==> src/rtl/texture_row_skip_crc32c_core_assert.svh <==
// Assertion macros shared by the RTL files that check their own logic.
`ifndef TEXTURE_ROW_SKIP_CRC32C_CORE_ASSERT_SVH
`define TEXTURE_ROW_SKIP_CRC32C_CORE_ASSERT_SVH

// Check on every clock edge outside reset.
`define TRS_ASSERT(lbl, prop, msg) \
  lbl: assert property (@(posedge clk) disable iff (!rst_n) prop) else $error(msg);

// Check on every clock edge, reset included.
`define TRS_ASSERT_ALWAYS(lbl, prop, msg) \
  lbl: assert property (@(posedge clk) prop) else $error(msg);

`endif

==> src/rtl/trs_crc_pkg.sv <==
package trs_crc_pkg;

  // Field widths
  localparam int DIM_BITS      = 14;
  localparam int PITCH_BITS    = 20;
  localparam int DW            = DIM_BITS + 1;
  localparam int ARRAY_BITS    = 12;
  localparam int FMT_BITS      = 3;
  localparam int PIX_BITS      = 8;
  localparam int CFG_DATA_BITS = (PITCH_BITS > DW) ? PITCH_BITS : DW;
  localparam int CFG_IDX_BITS  = 3;

  // Derived geometry widths
  localparam int BLK_BITS  = DW - 1;
  localparam int RB_BITS   = DW + PIX_BITS - 2;
  localparam int RC_BITS   = DW + 1;
  localparam int ROWS_BITS = 16;
  localparam int WH_BITS   = 2 * DW;
  localparam int LEG_BITS  = 2 * DW + ARRAY_BITS;
  localparam int LEN_BITS  = ((PITCH_BITS + DW) > (2 * DW + 2)) ?
                             (PITCH_BITS + DW) : (2 * DW + 2);

  // Queue and settle timing
  localparam int QDEPTH        = 4;
  localparam int QPTR_BITS     = $clog2(QDEPTH);
  localparam int SETTLE_CYCLES = 3;
  localparam int SETTLE_BITS   = 2;

  // CRC-32C, reflected
  localparam logic [31:0] CRC_POLY = 32'h82F63B78;
  localparam logic [31:0] CRC_INIT = 32'hFFFFFFFF;

  typedef enum logic [CFG_IDX_BITS-1:0] {
    REG_TEX_WIDTH    = 3'd0,
    REG_TEX_HEIGHT   = 3'd1,
    REG_ARRAY_COUNT  = 3'd2,
    REG_FORMAT_CLASS = 3'd3,
    REG_PIXEL_BITS   = 3'd4,
    REG_MEMORY_PITCH = 3'd5
  } reg_idx_t;

  typedef enum logic [FMT_BITS-1:0] {
    FMT_PLAIN   = 3'd0,
    FMT_BC8     = 3'd1,
    FMT_BC16    = 3'd2,
    FMT_PACKED4 = 3'd3,
    FMT_PACKED8 = 3'd4,
    FMT_PLANAR2 = 3'd5,
    FMT_PLANAR4 = 3'd6,
    FMT_NV11    = 3'd7
  } fmt_t;

  // Settled geometry handed from the config unit to the front end
  typedef struct packed {
    logic                  busy;
    logic                  geo_ok;
    logic [RB_BITS-1:0]    row_bytes;
    logic [RC_BITS-1:0]    row_total;
    logic [PITCH_BITS-1:0] pitch;
    logic [LEN_BITS-1:0]   start_len;
    logic                  start_legacy;
  } geo_t;

  // One classified byte in the queue
  typedef struct packed {
    logic [7:0] data_byte;
    logic       keep;
    logic       last_byte;
  } q_item_t;

  function automatic logic [31:0] crc_byte(input logic [31:0] crc, input logic [7:0] b);
    logic [31:0] c;
    c = crc ^ {24'b0, b};
    for (int i = 0; i < 8; i++) begin
      c = c[0] ? ((c >> 1) ^ CRC_POLY) : (c >> 1);
    end
    return c;
  endfunction

  // Number of 4-wide blocks, zero for a zero dimension
  function automatic logic [BLK_BITS-1:0] blocks_of(input logic [DW-1:0] n);
    logic [DW:0] s;
    s = {1'b0, n} + (DW+1)'(3);
    return (n == '0) ? '0 : s[DW:2];
  endfunction

endpackage

==> src/rtl/trs_crc_in_if.sv <==
interface trs_crc_in_if;
  logic       valid;
  logic       ready;
  logic [7:0] data_byte;
  logic       last_byte;

  modport source (output valid, output data_byte, output last_byte, input ready);
  modport sink   (input valid, input data_byte, input last_byte, output ready);
endinterface

==> src/rtl/trs_crc_out_if.sv <==
interface trs_crc_out_if;
  logic        valid;
  logic        ready;
  logic [31:0] hash_value;

  modport source (output valid, output hash_value, input ready);
  modport sink   (input valid, input hash_value, output ready);
endinterface

==> src/rtl/texture_row_skip_crc32c_core.sv <==
// Texture row-skip CRC-32C core. Streams a texture buffer one byte per transfer and returns
// the CRC-32C (reflected, pre- and post-inverted) of the selected bytes with the final
// byte; a buffer whose bytes are all skipped hashes to 0. Sustained rate is one byte per
// clock: the front end classifies each byte combinationally and the CRC unit folds one
// byte per cycle, with a 4-entry queue between them. With the queue empty, the hash is
// registered in the output slot once the CRC unit takes the queued final byte. While a
// result waits on the output, the CRC unit keeps taking bytes up to the next final byte;
// the waiting result stalls input only once the queue is full. Each register write stalls
// input while lengths settle via the registered multiplier chain (W*H, then *array_count).
module texture_row_skip_crc32c_core (
  input  logic                                  clk,
  input  logic                                  rst_n,
  trs_crc_in_if.sink                            in_ch,
  trs_crc_out_if.source                         out_ch,
  input  logic                                  cfg_we,
  input  logic [trs_crc_pkg::CFG_IDX_BITS-1:0]  cfg_index,
  input  logic [trs_crc_pkg::CFG_DATA_BITS-1:0] cfg_data
);

  trs_crc_pkg::geo_t    geo;
  logic                 push;
  trs_crc_pkg::q_item_t push_item;
  logic                 q_ready;
  logic                 pop;
  logic                 q_valid;
  trs_crc_pkg::q_item_t head;

  trs_crc_geom u_geom (
    .clk       (clk),
    .rst_n     (rst_n),
    .cfg_we    (cfg_we),
    .cfg_index (cfg_index),
    .cfg_data  (cfg_data),
    .geo       (geo)
  );

  trs_crc_front u_front (
    .clk       (clk),
    .rst_n     (rst_n),
    .in_ch     (in_ch),
    .geo       (geo),
    .q_ready   (q_ready),
    .push      (push),
    .push_item (push_item)
  );

  trs_crc_queue u_queue (
    .clk       (clk),
    .rst_n     (rst_n),
    .push      (push),
    .push_item (push_item),
    .q_ready   (q_ready),
    .pop       (pop),
    .q_valid   (q_valid),
    .head      (head)
  );

  trs_crc_back u_back (
    .clk     (clk),
    .rst_n   (rst_n),
    .q_valid (q_valid),
    .head    (head),
    .pop     (pop),
    .out_ch  (out_ch)
  );

endmodule

==> src/rtl/trs_crc_geom.sv <==
module trs_crc_geom (
  input  logic                                  clk,
  input  logic                                  rst_n,
  input  logic                                  cfg_we,
  input  logic [trs_crc_pkg::CFG_IDX_BITS-1:0]  cfg_index,
  input  logic [trs_crc_pkg::CFG_DATA_BITS-1:0] cfg_data,
  output trs_crc_pkg::geo_t                     geo
);

  localparam int DW = trs_crc_pkg::DW;

  logic [DW-1:0]                          width_r;
  logic [DW-1:0]                          height_r;
  logic [trs_crc_pkg::ARRAY_BITS-1:0]     array_r;
  trs_crc_pkg::fmt_t                      fmt_r;
  logic [trs_crc_pkg::PIX_BITS-1:0]       pix_r;
  logic [trs_crc_pkg::PITCH_BITS-1:0]     pitch_r;
  logic [trs_crc_pkg::SETTLE_BITS-1:0]    settle_r;

  // Config registers
  always_ff @(posedge clk) begin
    if (!rst_n) begin
      width_r  <= DW'(1);
      height_r <= DW'(1);
      array_r  <= trs_crc_pkg::ARRAY_BITS'(1);
      fmt_r    <= trs_crc_pkg::FMT_PLAIN;
      pix_r    <= trs_crc_pkg::PIX_BITS'(32);
      pitch_r  <= '0;
    end else if (cfg_we) begin
      unique case (trs_crc_pkg::reg_idx_t'(cfg_index))
        trs_crc_pkg::REG_TEX_WIDTH:    width_r  <= cfg_data[DW-1:0];
        trs_crc_pkg::REG_TEX_HEIGHT:   height_r <= cfg_data[DW-1:0];
        trs_crc_pkg::REG_ARRAY_COUNT:  array_r  <= cfg_data[trs_crc_pkg::ARRAY_BITS-1:0];
        trs_crc_pkg::REG_FORMAT_CLASS: fmt_r    <= trs_crc_pkg::fmt_t'(cfg_data[2:0]);
        trs_crc_pkg::REG_PIXEL_BITS:   pix_r    <= cfg_data[trs_crc_pkg::PIX_BITS-1:0];
        trs_crc_pkg::REG_MEMORY_PITCH: pitch_r  <= cfg_data[trs_crc_pkg::PITCH_BITS-1:0];
        default: ;
      endcase
    end
  end

  // Hold the front end off while the derived values run through their stages
  always_ff @(posedge clk) begin
    if (!rst_n) begin
      settle_r <= trs_crc_pkg::SETTLE_BITS'(trs_crc_pkg::SETTLE_CYCLES);
    end else if (cfg_we) begin
      settle_r <= trs_crc_pkg::SETTLE_BITS'(trs_crc_pkg::SETTLE_CYCLES);
    end else if (settle_r != '0) begin
      settle_r <= settle_r - 1'b1;
    end
  end

  // Stage 1: row geometry, surface length, W*H
  logic [DW-1:0]                          w1;
  logic [DW-1:0]                          h1;
  logic [DW:0]                            w_sum1;
  logic [DW:0]                            h_sum1;
  logic [DW-1:0]                          half_w;
  logic [DW-1:0]                          half_h;
  logic [trs_crc_pkg::BLK_BITS-1:0]       blk_w;
  logic [trs_crc_pkg::BLK_BITS-1:0]       blk_h;
  logic [DW+trs_crc_pkg::PIX_BITS-1:0]    wp;
  logic [DW+trs_crc_pkg::PIX_BITS:0]      wp7;
  logic [2*trs_crc_pkg::BLK_BITS-1:0]     bwh;
  logic [trs_crc_pkg::LEN_BITS-1:0]       pitch_h;
  logic [trs_crc_pkg::RB_BITS-1:0]        rb_c;
  logic [trs_crc_pkg::RC_BITS-1:0]        rc_c;
  logic                                   ok_c;
  logic [trs_crc_pkg::LEN_BITS-1:0]       surf_c;

  logic [trs_crc_pkg::RB_BITS-1:0]        rb_r;
  logic [trs_crc_pkg::RC_BITS-1:0]        rc_r;
  logic                                   ok_r;
  logic [trs_crc_pkg::LEN_BITS-1:0]       surf_r;
  logic [trs_crc_pkg::WH_BITS-1:0]        wh_r;

  always_comb begin
    w1      = (width_r == '0) ? DW'(1) : width_r;
    h1      = (height_r == '0) ? DW'(1) : height_r;
    w_sum1  = {1'b0, width_r} + (DW+1)'(1);
    h_sum1  = {1'b0, height_r} + (DW+1)'(1);
    half_w  = w_sum1[DW:1];
    half_h  = h_sum1[DW:1];
    blk_w   = trs_crc_pkg::blocks_of(width_r);
    blk_h   = trs_crc_pkg::blocks_of(height_r);
    wp      = {trs_crc_pkg::PIX_BITS'(0), width_r} * {DW'(0), pix_r};
    wp7     = {1'b0, wp} + (DW+trs_crc_pkg::PIX_BITS+1)'(7);
    bwh     = trs_crc_pkg::blocks_of(w1) * trs_crc_pkg::blocks_of(h1);
    pitch_h = trs_crc_pkg::LEN_BITS'(pitch_r) * trs_crc_pkg::LEN_BITS'(h1);

    unique case (fmt_r)
      trs_crc_pkg::FMT_BC8: begin
        rb_c   = trs_crc_pkg::RB_BITS'({blk_w, 3'b000});
        rc_c   = trs_crc_pkg::RC_BITS'(blk_h);
        ok_c   = 1'b1;
        surf_c = trs_crc_pkg::LEN_BITS'({bwh, 3'b000});
      end
      trs_crc_pkg::FMT_BC16: begin
        rb_c   = trs_crc_pkg::RB_BITS'({blk_w, 4'b0000});
        rc_c   = trs_crc_pkg::RC_BITS'(blk_h);
        ok_c   = 1'b1;
        surf_c = trs_crc_pkg::LEN_BITS'({bwh, 4'b0000});
      end
      trs_crc_pkg::FMT_PACKED4: begin
        rb_c   = trs_crc_pkg::RB_BITS'({half_w, 2'b00});
        rc_c   = trs_crc_pkg::RC_BITS'(height_r);
        ok_c   = 1'b1;
        surf_c = pitch_h;
      end
      trs_crc_pkg::FMT_PACKED8: begin
        rb_c   = trs_crc_pkg::RB_BITS'({half_w, 3'b000});
        rc_c   = trs_crc_pkg::RC_BITS'(height_r);
        ok_c   = 1'b1;
        surf_c = pitch_h;
      end
      trs_crc_pkg::FMT_PLANAR2: begin
        rb_c   = trs_crc_pkg::RB_BITS'({half_w, 1'b0});
        rc_c   = {1'b0, height_r} + {1'b0, half_h};
        ok_c   = ~height_r[0];
        surf_c = pitch_h;
      end
      trs_crc_pkg::FMT_PLANAR4: begin
        rb_c   = trs_crc_pkg::RB_BITS'({half_w, 2'b00});
        rc_c   = {1'b0, height_r} + {1'b0, half_h};
        ok_c   = ~height_r[0];
        surf_c = pitch_h;
      end
      trs_crc_pkg::FMT_NV11: begin
        rb_c   = trs_crc_pkg::RB_BITS'({blk_w, 2'b00});
        rc_c   = {height_r, 1'b0};
        ok_c   = 1'b1;
        surf_c = pitch_h;
      end
      trs_crc_pkg::FMT_PLAIN: begin
        rb_c   = wp7[DW+trs_crc_pkg::PIX_BITS:3];
        rc_c   = trs_crc_pkg::RC_BITS'(height_r);
        ok_c   = (pix_r != '0);
        surf_c = pitch_h;
      end
    endcase
  end

  always_ff @(posedge clk) begin
    rb_r   <= rb_c;
    rc_r   <= rc_c;
    ok_r   <= ok_c;
    surf_r <= surf_c;
    wh_r   <= trs_crc_pkg::WH_BITS'(width_r) * trs_crc_pkg::WH_BITS'(height_r);
  end

  // Stage 2: legacy length W*H*array
  logic [trs_crc_pkg::LEG_BITS-1:0] leg_r;

  always_ff @(posedge clk) begin
    leg_r <= trs_crc_pkg::LEG_BITS'(wh_r) * trs_crc_pkg::LEG_BITS'(array_r);
  end

  // Stage 3: pick the mode and the length loaded at buffer start
  logic                             legacy_c;
  logic                             start_legacy_r;
  logic [trs_crc_pkg::LEN_BITS-1:0] start_len_r;

  assign legacy_c = (leg_r <= trs_crc_pkg::LEG_BITS'(surf_r));

  always_ff @(posedge clk) begin
    start_legacy_r <= legacy_c;
    start_len_r    <= legacy_c ? leg_r[trs_crc_pkg::LEN_BITS-1:0] : surf_r;
  end

  assign geo.busy         = (settle_r != '0);
  assign geo.geo_ok       = ok_r;
  assign geo.row_bytes    = rb_r;
  assign geo.row_total    = rc_r;
  assign geo.pitch        = pitch_r;
  assign geo.start_len    = start_len_r;
  assign geo.start_legacy = start_legacy_r;

endmodule

==> src/rtl/trs_crc_front.sv <==
`include "texture_row_skip_crc32c_core_assert.svh"

module trs_crc_front (
  input  logic                 clk,
  input  logic                 rst_n,
  trs_crc_in_if.sink           in_ch,
  input  trs_crc_pkg::geo_t    geo,
  input  logic                 q_ready,
  output logic                 push,
  output trs_crc_pkg::q_item_t push_item
);

  localparam int PB = trs_crc_pkg::PITCH_BITS;

  logic                              in_buf_r;
  logic                              legacy_r;
  logic [trs_crc_pkg::LEN_BITS-1:0]  left_r;
  logic [PB-1:0]                     col_r;
  logic [trs_crc_pkg::ROWS_BITS-1:0] rows_r;

  logic                              accept;
  logic                              leg_eff;
  logic [trs_crc_pkg::LEN_BITS-1:0]  left_eff;
  logic                              row_hit;
  logic                              keep;
  logic [PB:0]                       col_inc;
  logic                              row_wrap;

  assign in_ch.ready = q_ready && !geo.busy;
  assign accept      = in_ch.valid && in_ch.ready;

  // Classify the byte: keep or skip
  always_comb begin
    leg_eff  = in_buf_r ? legacy_r : geo.start_legacy;
    left_eff = in_buf_r ? left_r : geo.start_len;
    row_hit  = geo.geo_ok && (geo.pitch != '0) &&
               (32'(rows_r) < 32'(geo.row_total)) &&
               (32'(col_r) < 32'(geo.row_bytes)) &&
               (col_r < geo.pitch);
    keep     = (left_eff != '0) && (leg_eff || row_hit);
    col_inc  = {1'b0, col_r} + (PB+1)'(1);
    row_wrap = (col_inc >= {1'b0, geo.pitch});
  end

  assign push                = accept;
  assign push_item.data_byte = in_ch.data_byte;
  assign push_item.keep      = keep;
  assign push_item.last_byte = in_ch.last_byte;

  // Advance the buffer position on each transfer
  always_ff @(posedge clk) begin
    if (!rst_n) begin
      in_buf_r <= 1'b0;
      legacy_r <= 1'b0;
      left_r   <= '0;
      col_r    <= '0;
      rows_r   <= '0;
    end else if (accept) begin
      if (in_ch.last_byte) begin
        in_buf_r <= 1'b0;
        left_r   <= '0;
        col_r    <= '0;
        rows_r   <= '0;
      end else begin
        in_buf_r <= 1'b1;
        legacy_r <= leg_eff;
        left_r   <= keep ? (left_eff - 1'b1) : left_eff;
        if (geo.pitch != '0) begin
          if (row_wrap) begin
            col_r <= '0;
            if (rows_r != '1) begin
              rows_r <= rows_r + 1'b1;
            end
          end else begin
            col_r <= col_inc[PB-1:0];
          end
        end
      end
    end
  end

  `TRS_ASSERT(a_last_ends_buffer, accept && in_ch.last_byte |=> !in_buf_r, "buffer still open after final byte")
  `TRS_ASSERT(a_byte_opens_buffer, accept && !in_ch.last_byte |=> in_buf_r, "buffer not open after a byte")
  `TRS_ASSERT(a_keep_counts_down, accept && !in_ch.last_byte && keep |=> left_r == $past(left_eff) - 1'b1, "kept byte did not count down")

endmodule

==> src/rtl/trs_crc_queue.sv <==
module trs_crc_queue (
  input  logic                 clk,
  input  logic                 rst_n,
  input  logic                 push,
  input  trs_crc_pkg::q_item_t push_item,
  output logic                 q_ready,
  input  logic                 pop,
  output logic                 q_valid,
  output trs_crc_pkg::q_item_t head
);

  localparam int PW = trs_crc_pkg::QPTR_BITS;

  trs_crc_pkg::q_item_t mem_r [trs_crc_pkg::QDEPTH];
  logic [PW-1:0]        wr_ptr_r;
  logic [PW-1:0]        rd_ptr_r;
  logic [PW:0]          count_r;

  assign q_ready = (count_r != (PW+1)'(trs_crc_pkg::QDEPTH));
  assign q_valid = (count_r != '0);
  assign head    = mem_r[rd_ptr_r];

  // Store entries
  always_ff @(posedge clk) begin
    if (push) begin
      mem_r[wr_ptr_r] <= push_item;
    end
  end

  // Advance pointers and fill count
  always_ff @(posedge clk) begin
    if (!rst_n) begin
      wr_ptr_r <= '0;
      rd_ptr_r <= '0;
      count_r  <= '0;
    end else begin
      if (push) begin
        wr_ptr_r <= wr_ptr_r + 1'b1;
      end
      if (pop) begin
        rd_ptr_r <= rd_ptr_r + 1'b1;
      end
      unique case ({push, pop})
        2'b10:   count_r <= count_r + 1'b1;
        2'b01:   count_r <= count_r - 1'b1;
        default: count_r <= count_r;
      endcase
    end
  end

endmodule

==> src/rtl/trs_crc_back.sv <==
`include "texture_row_skip_crc32c_core_assert.svh"

module trs_crc_back (
  input  logic                 clk,
  input  logic                 rst_n,
  input  logic                 q_valid,
  input  trs_crc_pkg::q_item_t head,
  output logic                 pop,
  trs_crc_out_if.source        out_ch
);

  logic [31:0] crc_r;
  logic [31:0] hash_r;
  logic        out_valid_r;
  logic [31:0] crc_nxt;

  // Take a byte unless it closes a buffer while the output slot is still full
  assign pop     = q_valid && (!head.last_byte || !out_valid_r || out_ch.ready);
  assign crc_nxt = head.keep ? trs_crc_pkg::crc_byte(crc_r, head.data_byte) : crc_r;

  assign out_ch.valid      = out_valid_r;
  assign out_ch.hash_value = hash_r;

  // Running CRC and output slot
  always_ff @(posedge clk) begin
    if (!rst_n) begin
      crc_r       <= trs_crc_pkg::CRC_INIT;
      out_valid_r <= 1'b0;
    end else begin
      if (pop) begin
        crc_r <= head.last_byte ? trs_crc_pkg::CRC_INIT : crc_nxt;
      end
      if (pop && head.last_byte) begin
        out_valid_r <= 1'b1;
      end else if (out_ch.ready) begin
        out_valid_r <= 1'b0;
      end
    end
  end

  // Finished hash, post-inverted
  always_ff @(posedge clk) begin
    if (pop && head.last_byte) begin
      hash_r <= ~crc_nxt;
    end
  end

  `TRS_ASSERT(a_last_gives_result, pop && head.last_byte |=> out_valid_r, "no result after final byte")
  `TRS_ASSERT(a_crc_restarts, pop && head.last_byte |=> crc_r == trs_crc_pkg::CRC_INIT, "crc not restarted after final byte")
  `TRS_ASSERT_ALWAYS(a_reset_clears_out, !rst_n |=> !out_valid_r, "result slot not cleared by reset")

endmodule
==> src/flat_wrapper.sv <==
// flat-port wrapper written by rule: the top's interface ports become plain ports
module texture_row_skip_crc32c_core_flat 
  (clk, rst_n, cfg_we, cfg_index, cfg_data, in_ch_valid, in_ch_data_byte, in_ch_last_byte, in_ch_ready, out_ch_valid, out_ch_hash_value, out_ch_ready);
  trs_crc_in_if in_ch_i ();
  trs_crc_out_if out_ch_i ();
  input  logic clk;
  input  logic rst_n;
  input  logic cfg_we;
  input  logic [trs_crc_pkg::CFG_IDX_BITS-1:0] cfg_index;
  input  logic [trs_crc_pkg::CFG_DATA_BITS-1:0] cfg_data;
  input wire logic [$bits(in_ch_i.valid)-1:0] in_ch_valid;
  input wire logic [$bits(in_ch_i.data_byte)-1:0] in_ch_data_byte;
  input wire logic [$bits(in_ch_i.last_byte)-1:0] in_ch_last_byte;
  output wire logic [$bits(in_ch_i.ready)-1:0] in_ch_ready;
  output wire logic [$bits(out_ch_i.valid)-1:0] out_ch_valid;
  output wire logic [$bits(out_ch_i.hash_value)-1:0] out_ch_hash_value;
  input wire logic [$bits(out_ch_i.ready)-1:0] out_ch_ready;
  assign in_ch_i.valid = in_ch_valid;
  assign in_ch_i.data_byte = in_ch_data_byte;
  assign in_ch_i.last_byte = in_ch_last_byte;
  assign in_ch_ready = in_ch_i.ready;
  assign out_ch_valid = out_ch_i.valid;
  assign out_ch_hash_value = out_ch_i.hash_value;
  assign out_ch_i.ready = out_ch_ready;
  texture_row_skip_crc32c_core u_core (.clk(clk), .rst_n(rst_n), .in_ch(in_ch_i), .out_ch(out_ch_i), .cfg_we(cfg_we), .cfg_index(cfg_index), .cfg_data(cfg_data));
endmodule
==> config.mk <==
export PLATFORM = sky130hd
export DESIGN_NAME = texture_row_skip_crc32c_core_flat
export DESIGN_NICKNAME = d
export VERILOG_FILES = /design/src/rtl/trs_crc_pkg.sv /design/src/rtl/trs_crc_in_if.sv /design/src/rtl/trs_crc_out_if.sv /design/src/rtl/texture_row_skip_crc32c_core.sv /design/src/rtl/trs_crc_geom.sv /design/src/rtl/trs_crc_front.sv /design/src/rtl/trs_crc_queue.sv /design/src/rtl/trs_crc_back.sv /design/src/flat_wrapper.sv
export VERILOG_INCLUDE_DIRS = /design/src /design/src/rtl
export SDC_FILE = /design/constraint.sdc
export NUM_CORES = 2
export LEC_CHECK = 0
export BUFFER_PORTS_ARGS = -buffer_cell sky130_fd_sc_hd__buf_2
export CAP_MARGIN = 40
export CORE_UTILIZATION = 34
export DETAILED_ROUTE_END_ITERATION = 10
export PLACE_DENSITY = 0.45
export SETUP_SLACK_MARGIN = 0.5
export SYNTH_ARGS = -nofsm -noshare
export SYNTH_HDL_FRONTEND = slang
export SYNTH_HIERARCHICAL = 1
export SYNTH_SLANG_ARGS = --single-unit
==> constraint.sdc <==
create_clock -name clk -period 10.96 [get_ports clk]
set_input_delay 0.548 -clock clk [delete_from_list [all_inputs] [get_ports clk]]
set_output_delay 0.548 -clock clk [all_outputs]
set_load 0.02 [all_outputs]
==> flow_summary.html <==
<table>
<tr><th>Metric</th><th>Value</th></tr>
<tr><th colspan="2">CTS</th></tr>
<tr><td>CTS-repair resized insts</td><td>0</td></tr>
<tr><td>Count of clock tree sinks</td><td>443</td></tr>
<tr><td>Clock tree from TritonCTS</td><td>built</td></tr>
<tr><td>Root buffer cell</td><td>sky130_fd_sc_hd__clkbuf_16</td></tr>
<tr><td>Inserted Clock Buffers</td><td>57</td></tr>
<tr><td>Post-CTS setup-driven buffer insertion count</td><td>0</td></tr>
<tr><td>Level count of the clock H-tree</td><td>2</td></tr>
<tr><td>Clk slew on worst S/H paths</td><td>0.06 ns</td></tr>
<tr><td>Hold buffers post-CTS</td><td>0</td></tr>
<tr><td>Maximum buffer depth of the clock tree</td><td>3</td></tr>
<tr><td>Clock latency of the later-clocked register in the worst-skew pair</td><td>0.71 ns</td></tr>
<tr><th colspan="2">Setup path</th></tr>
<tr><td>Path type of the worst setup path</td><td>reg2reg</td></tr>
<tr><td>Worst endpoint required time</td><td>roughly 11 ns</td></tr>
<tr><td>WP data arrival</td><td>around 9.6 ns</td></tr>
<tr><td>Number of buffer and inverter stages on the critical path</td><td>9</td></tr>
<tr><td>Cell repeated most along the worst path</td><td>sky130_fd_sc_hd__inv_1</td></tr>
<tr><td>Type of element capturing the critical path</td><td>register</td></tr>
<tr><td>Critical-path maximum fanout</td><td>10</td></tr>
<tr><td>Critical Path Slowest Stage Cell</td><td>sky130_fd_sc_hd__fa_1</td></tr>
<tr><td>Largest stage delay on the critical path</td><td>0.54 ns</td></tr>
<tr><td>Element type at the critical path start</td><td>register</td></tr>
<tr><td>Top cell family by delay on the critical path</td><td>adder cells</td></tr>
<tr><th colspan="2">Drt</th></tr>
<tr><td>Via density per instance</td><td>5.10</td></tr>
<tr><td>Post-route antenna net violation count</td><td>0</td></tr>
<tr><td>Iter 0 DRT Violations</td><td>approximately 2800</td></tr>
<tr><td>Count of TritonRoute iterations in the first routing pass</td><td>6</td></tr>
<tr><td>DRC viols</td><td>0</td></tr>
<tr><td>Routed vias</td><td>47000</td></tr>
<tr><td>Detail-routed net length per standard cell</td><td>~21 microns</td></tr>
<tr><td>Wire length after detailed routing</td><td>198000 microns</td></tr>
<tr><th colspan="2">Run</th></tr>
<tr><td>Max capacitance violation total</td><td>0</td></tr>
<tr><th colspan="2">Place</th></tr>
<tr><td>Placement-stage cell area</td><td>approximately 0.064 sq mm</td></tr>
<tr><td>Port-buffer cells</td><td>70</td></tr>
<tr><td>HPWL after DPL</td><td>154000 microns</td></tr>
<tr><td>Final GP Congestion</td><td>0.918</td></tr>
<tr><th colspan="2">Die</th></tr>
<tr><td>FP Rows</td><td>155</td></tr>
<tr><td>Top Ports</td><td>71</td></tr>
<tr><td>Die outline area</td><td>roughly 0.18 sq mm</td></tr>
<tr><td>Core Region</td><td>0.178 sq mm</td></tr>
<tr><td>Die X</td><td>approximately 430 microns</td></tr>
<tr><td>Vertical die dimension</td><td>426 microns</td></tr>
<tr><td>Effective utilization at floorplan</td><td>34.2%</td></tr>
<tr><th colspan="2">Finish</th></tr>
<tr><td>Most common cell after layout, fill and taps aside</td><td>sky130_fd_sc_hd__nand2_1</td></tr>
<tr><td>Layout overhead on the synthesized area</td><td>8.15%</td></tr>
<tr><td>Fraction of final layout cells with drive strength greater than 1</td><td>5.75%</td></tr>
<tr><td>Commonest cells after routing, fill and taps aside</td><td>sky130_fd_sc_hd__nand2_1, sky130_fd_sc_hd__inv_1, sky130_fd_sc_hd__fa_1, sky130_fd_sc_hd__ha_1, sky130_fd_sc_hd__and2_1</td></tr>
<tr><td>Final Core Density</td><td>37.0%</td></tr>
<tr><td>Cell area after layout</td><td>0.0661 sq mm</td></tr>
<tr><td>Net count reported at finish</td><td>just over 8000</td></tr>
<tr><th colspan="2">Timing</th></tr>
<tr><td>Final Slew Violations</td><td>0</td></tr>
<tr><td>Final TNS setup</td><td>0 ns</td></tr>
<tr><td>RSZ-0062 raised after global routing</td><td>false</td></tr>
<tr><td>Post-Route Skew</td><td>approximately 0.085 ns</td></tr>
<tr><td>Smallest hold slack</td><td>0.0801 ns</td></tr>
<tr><td>Max transition margin</td><td>37.5%</td></tr>
<tr><td>Hold Fails Final Rpt</td><td>0</td></tr>
<tr><td>Period Utilization, post-route</td><td>83.0%</td></tr>
<tr><td>Fmax</td><td>0.110 GHz</td></tr>
<tr><td>Minimum period implied by the final worst setup slack</td><td>9.10 ns</td></tr>
<tr><td>Number of failing setup endpoints in the final timing report</td><td>0</td></tr>
<tr><td>Transition at the pin with the smallest max-transition slack</td><td>~0.93 ns</td></tr>
<tr><th colspan="2">Logic synthesis</th></tr>
<tr><td>Number of storage elements in the synthesis netlist</td><td>443</td></tr>
<tr><td>Mean cell area of the mapped netlist</td><td>8.81 sq um</td></tr>
<tr><td>Yosys cell types</td><td>104</td></tr>
<tr><td>Total standard cell area after synthesis</td><td>~0.06 sq mm</td></tr>
<tr><td>Proportion of register bits with asynchronous set or reset after synthesis</td><td>0%</td></tr>
<tr><td>Fraction of the yosys area taken by sequential cells</td><td>15.7%</td></tr>
<tr><td>Syn nets</td><td>around 8400</td></tr>
<tr><td>Count of synthesis-stage warnings from yosys</td><td>6</td></tr>
<tr><td>Count of flip-flops with a built-in enable after synthesis</td><td>72</td></tr>
<tr><td>Syn Inst Count</td><td>6935</td></tr>
<tr><td>Most common flop cell mapped by yosys</td><td>sky130_fd_sc_hd__dfxtp_1</td></tr>
<tr><th colspan="2">Power and ir drop</th></tr>
<tr><td>Static power due to leakage</td><td>just over 30 nW</td></tr>
<tr><td>Pwr/cell area</td><td>101 mW/mm^2</td></tr>
<tr><td>IR Drop Worst-Case VDD</td><td>~0.18 mV</td></tr>
<tr><th colspan="2">GRT</th></tr>
<tr><td>Vias in the first global route</td><td>just under 50000</td></tr>
<tr><td>Grt total ovfl</td><td>0</td></tr>
<tr><td>Largest net degree at the start of global routing</td><td>74</td></tr>
<tr><td>First-pass GRT wire length</td><td>306000 microns</td></tr>
<tr><td>Global-route usage over all layers</td><td>22.1%</td></tr>
<tr><td>Initial antenna violation count</td><td>16</td></tr>
<tr><th colspan="2">Status</th></tr>
<tr><td>Outcome</td><td>finished, final reports clean</td></tr>
<tr><th colspan="2">Min path</th></tr>
<tr><td>Min-delay worst type</td><td>in2reg</td></tr>
</table>
stage by stage:
| step | setup slack (ns) | total power [mW] | instances |
|---|---|---|---|
| final | 1.86 | 6.67 | 9225 |
| after global placement | 1.85 | 4.65 | 9085 |
| after global routing | 1.27 | 7.02 | 9222 |
| after detailed placement | 2.12 | 4.66 | 9112 |
| after floorplan | 2.70 | 3.94 | 6935 |
| after CTS | 2.02 | 6.76 | 9219 |
power breakdown:
part	internal [mW]	switching (mW)
Sequential	1.91	0.138
Combinational	1.04	1.51
Clock	1.24	0.824
Yosys cell counts (47+ instances only):
cell,number,area (sq um)
sky130_fd_sc_hd__nand2_1,1093,4100
sky130_fd_sc_hd__inv_1,1045,3920
sky130_fd_sc_hd__clkbuf_1,307,1150
sky130_fd_sc_hd__nor2b_1,48,300
sky130_fd_sc_hd__o21ai_1,47,235
sky130_fd_sc_hd__edfxtp_1,72,2160
sky130_fd_sc_hd__nand3_1,91,455
sky130_fd_sc_hd__xor2_1,135,1180
sky130_fd_sc_hd__dfxtp_1,371,7430
sky130_fd_sc_hd__mux2i_1,59,591
sky130_fd_sc_hd__nor2_1,311,1170
sky130_fd_sc_hd__and3_1,63,394
sky130_fd_sc_hd__o21ai_0,137,686
sky130_fd_sc_hd__xnor2_1,209,1830
sky130_fd_sc_hd__a21oi_1,223,1120
sky130_fd_sc_hd__a21o_1,91,683
sky130_fd_sc_hd__and2_1,358,2240
sky130_fd_sc_hd__fa_1,899,18000
sky130_fd_sc_hd__ha_1,549,6870
sky130_fd_sc_hd__nor3_1,59,295
sky130_fd_sc_hd__a21boi_0,80,601
path summary, 6_finish.rpt:
path | slack [ns] | start | depth (start not counted) | endpoint
setup / recovery | 1.86 | u_core/u_geom/height_r[1] | 34 | u_core/u_geom/surf_r[29]
hold / removal | 0.08 | in_ch_data_byte[0] | 1 | u_core/u_queue/mem_r[0][2]
setup reg to reg | 1.86 | u_core/u_geom/height_r[1] | 34 | u_core/u_geom/surf_r[29]
hold reg to reg | 0.46 | u_core/u_front/left_r[34] | 2 | u_core/u_front/left_r[34]
sequential cells by signal (all words and copies together) (netlist names), 2 cells and up, named ones only:
signal,flops
u_core/u_front/left_r,35
u_core/u_back/out_ch.hash_value,32
u_core/u_geom/height_r,15
u_core/u_queue/wr_ptr_r,2
u_core/u_geom/rc_r,16
u_core/u_geom/settle_r,2
u_core/u_queue/mem_r,40
u_core/u_geom/rb_r,21
u_core/u_geom/array_r,12
u_core/u_queue/rd_ptr_r,2
u_core/u_queue/count_r,3
u_core/u_geom/leg_r,42
u_core/u_geom/width_r,15
u_core/u_geom/wh_r,30
u_core/u_front/rows_r,16
u_core/u_geom/start_len_r,35
u_core/u_front/col_r,20
u_core/u_geom/pix_r,8
u_core/u_geom/surf_r,35
u_core/u_back/crc_r,32
u_core/u_geom/pitch_r,20
u_core/u_geom/fmt_r,3
area by class of cell:
class / count / area (sq um)
Tap cell: 2355 / 2950
Inverter: 1046 / 3930
Timing Repair Buffer: 188 / 1350
Multi-Input combinational cell: 5081 / 46100
Sequential cell: 443 / 9620
Clock buffer: 73 / 1580
Fill cell: 18400 / 112000
Clock inverter: 34 / 482
Antenna cell: 5 / 12.5
routing by layer:
metal,GRT usage (%),vias up,share of wire (%)
met5,0,-,0.0035
met4,7.78,2,4.0
met3,1.85,254,3.8
met2,37.3,1092,47
met1,29.4,23800,45
li1,-,21900,-
cell families after synthesis:
family                     after synthesis  synth area share, %
buffers and inverters                 1411                 8.82
DFF                                    443                 15.7
AOI/OAI and AO/OA                      913                 9.85
adders and majority gates             1448                 40.7
muxes                                  121                 2.29
and+or+nand+nor                       2239                 17.2
xor gates and xnor gates               360                 5.44
(Power assumes the default switching activity.)
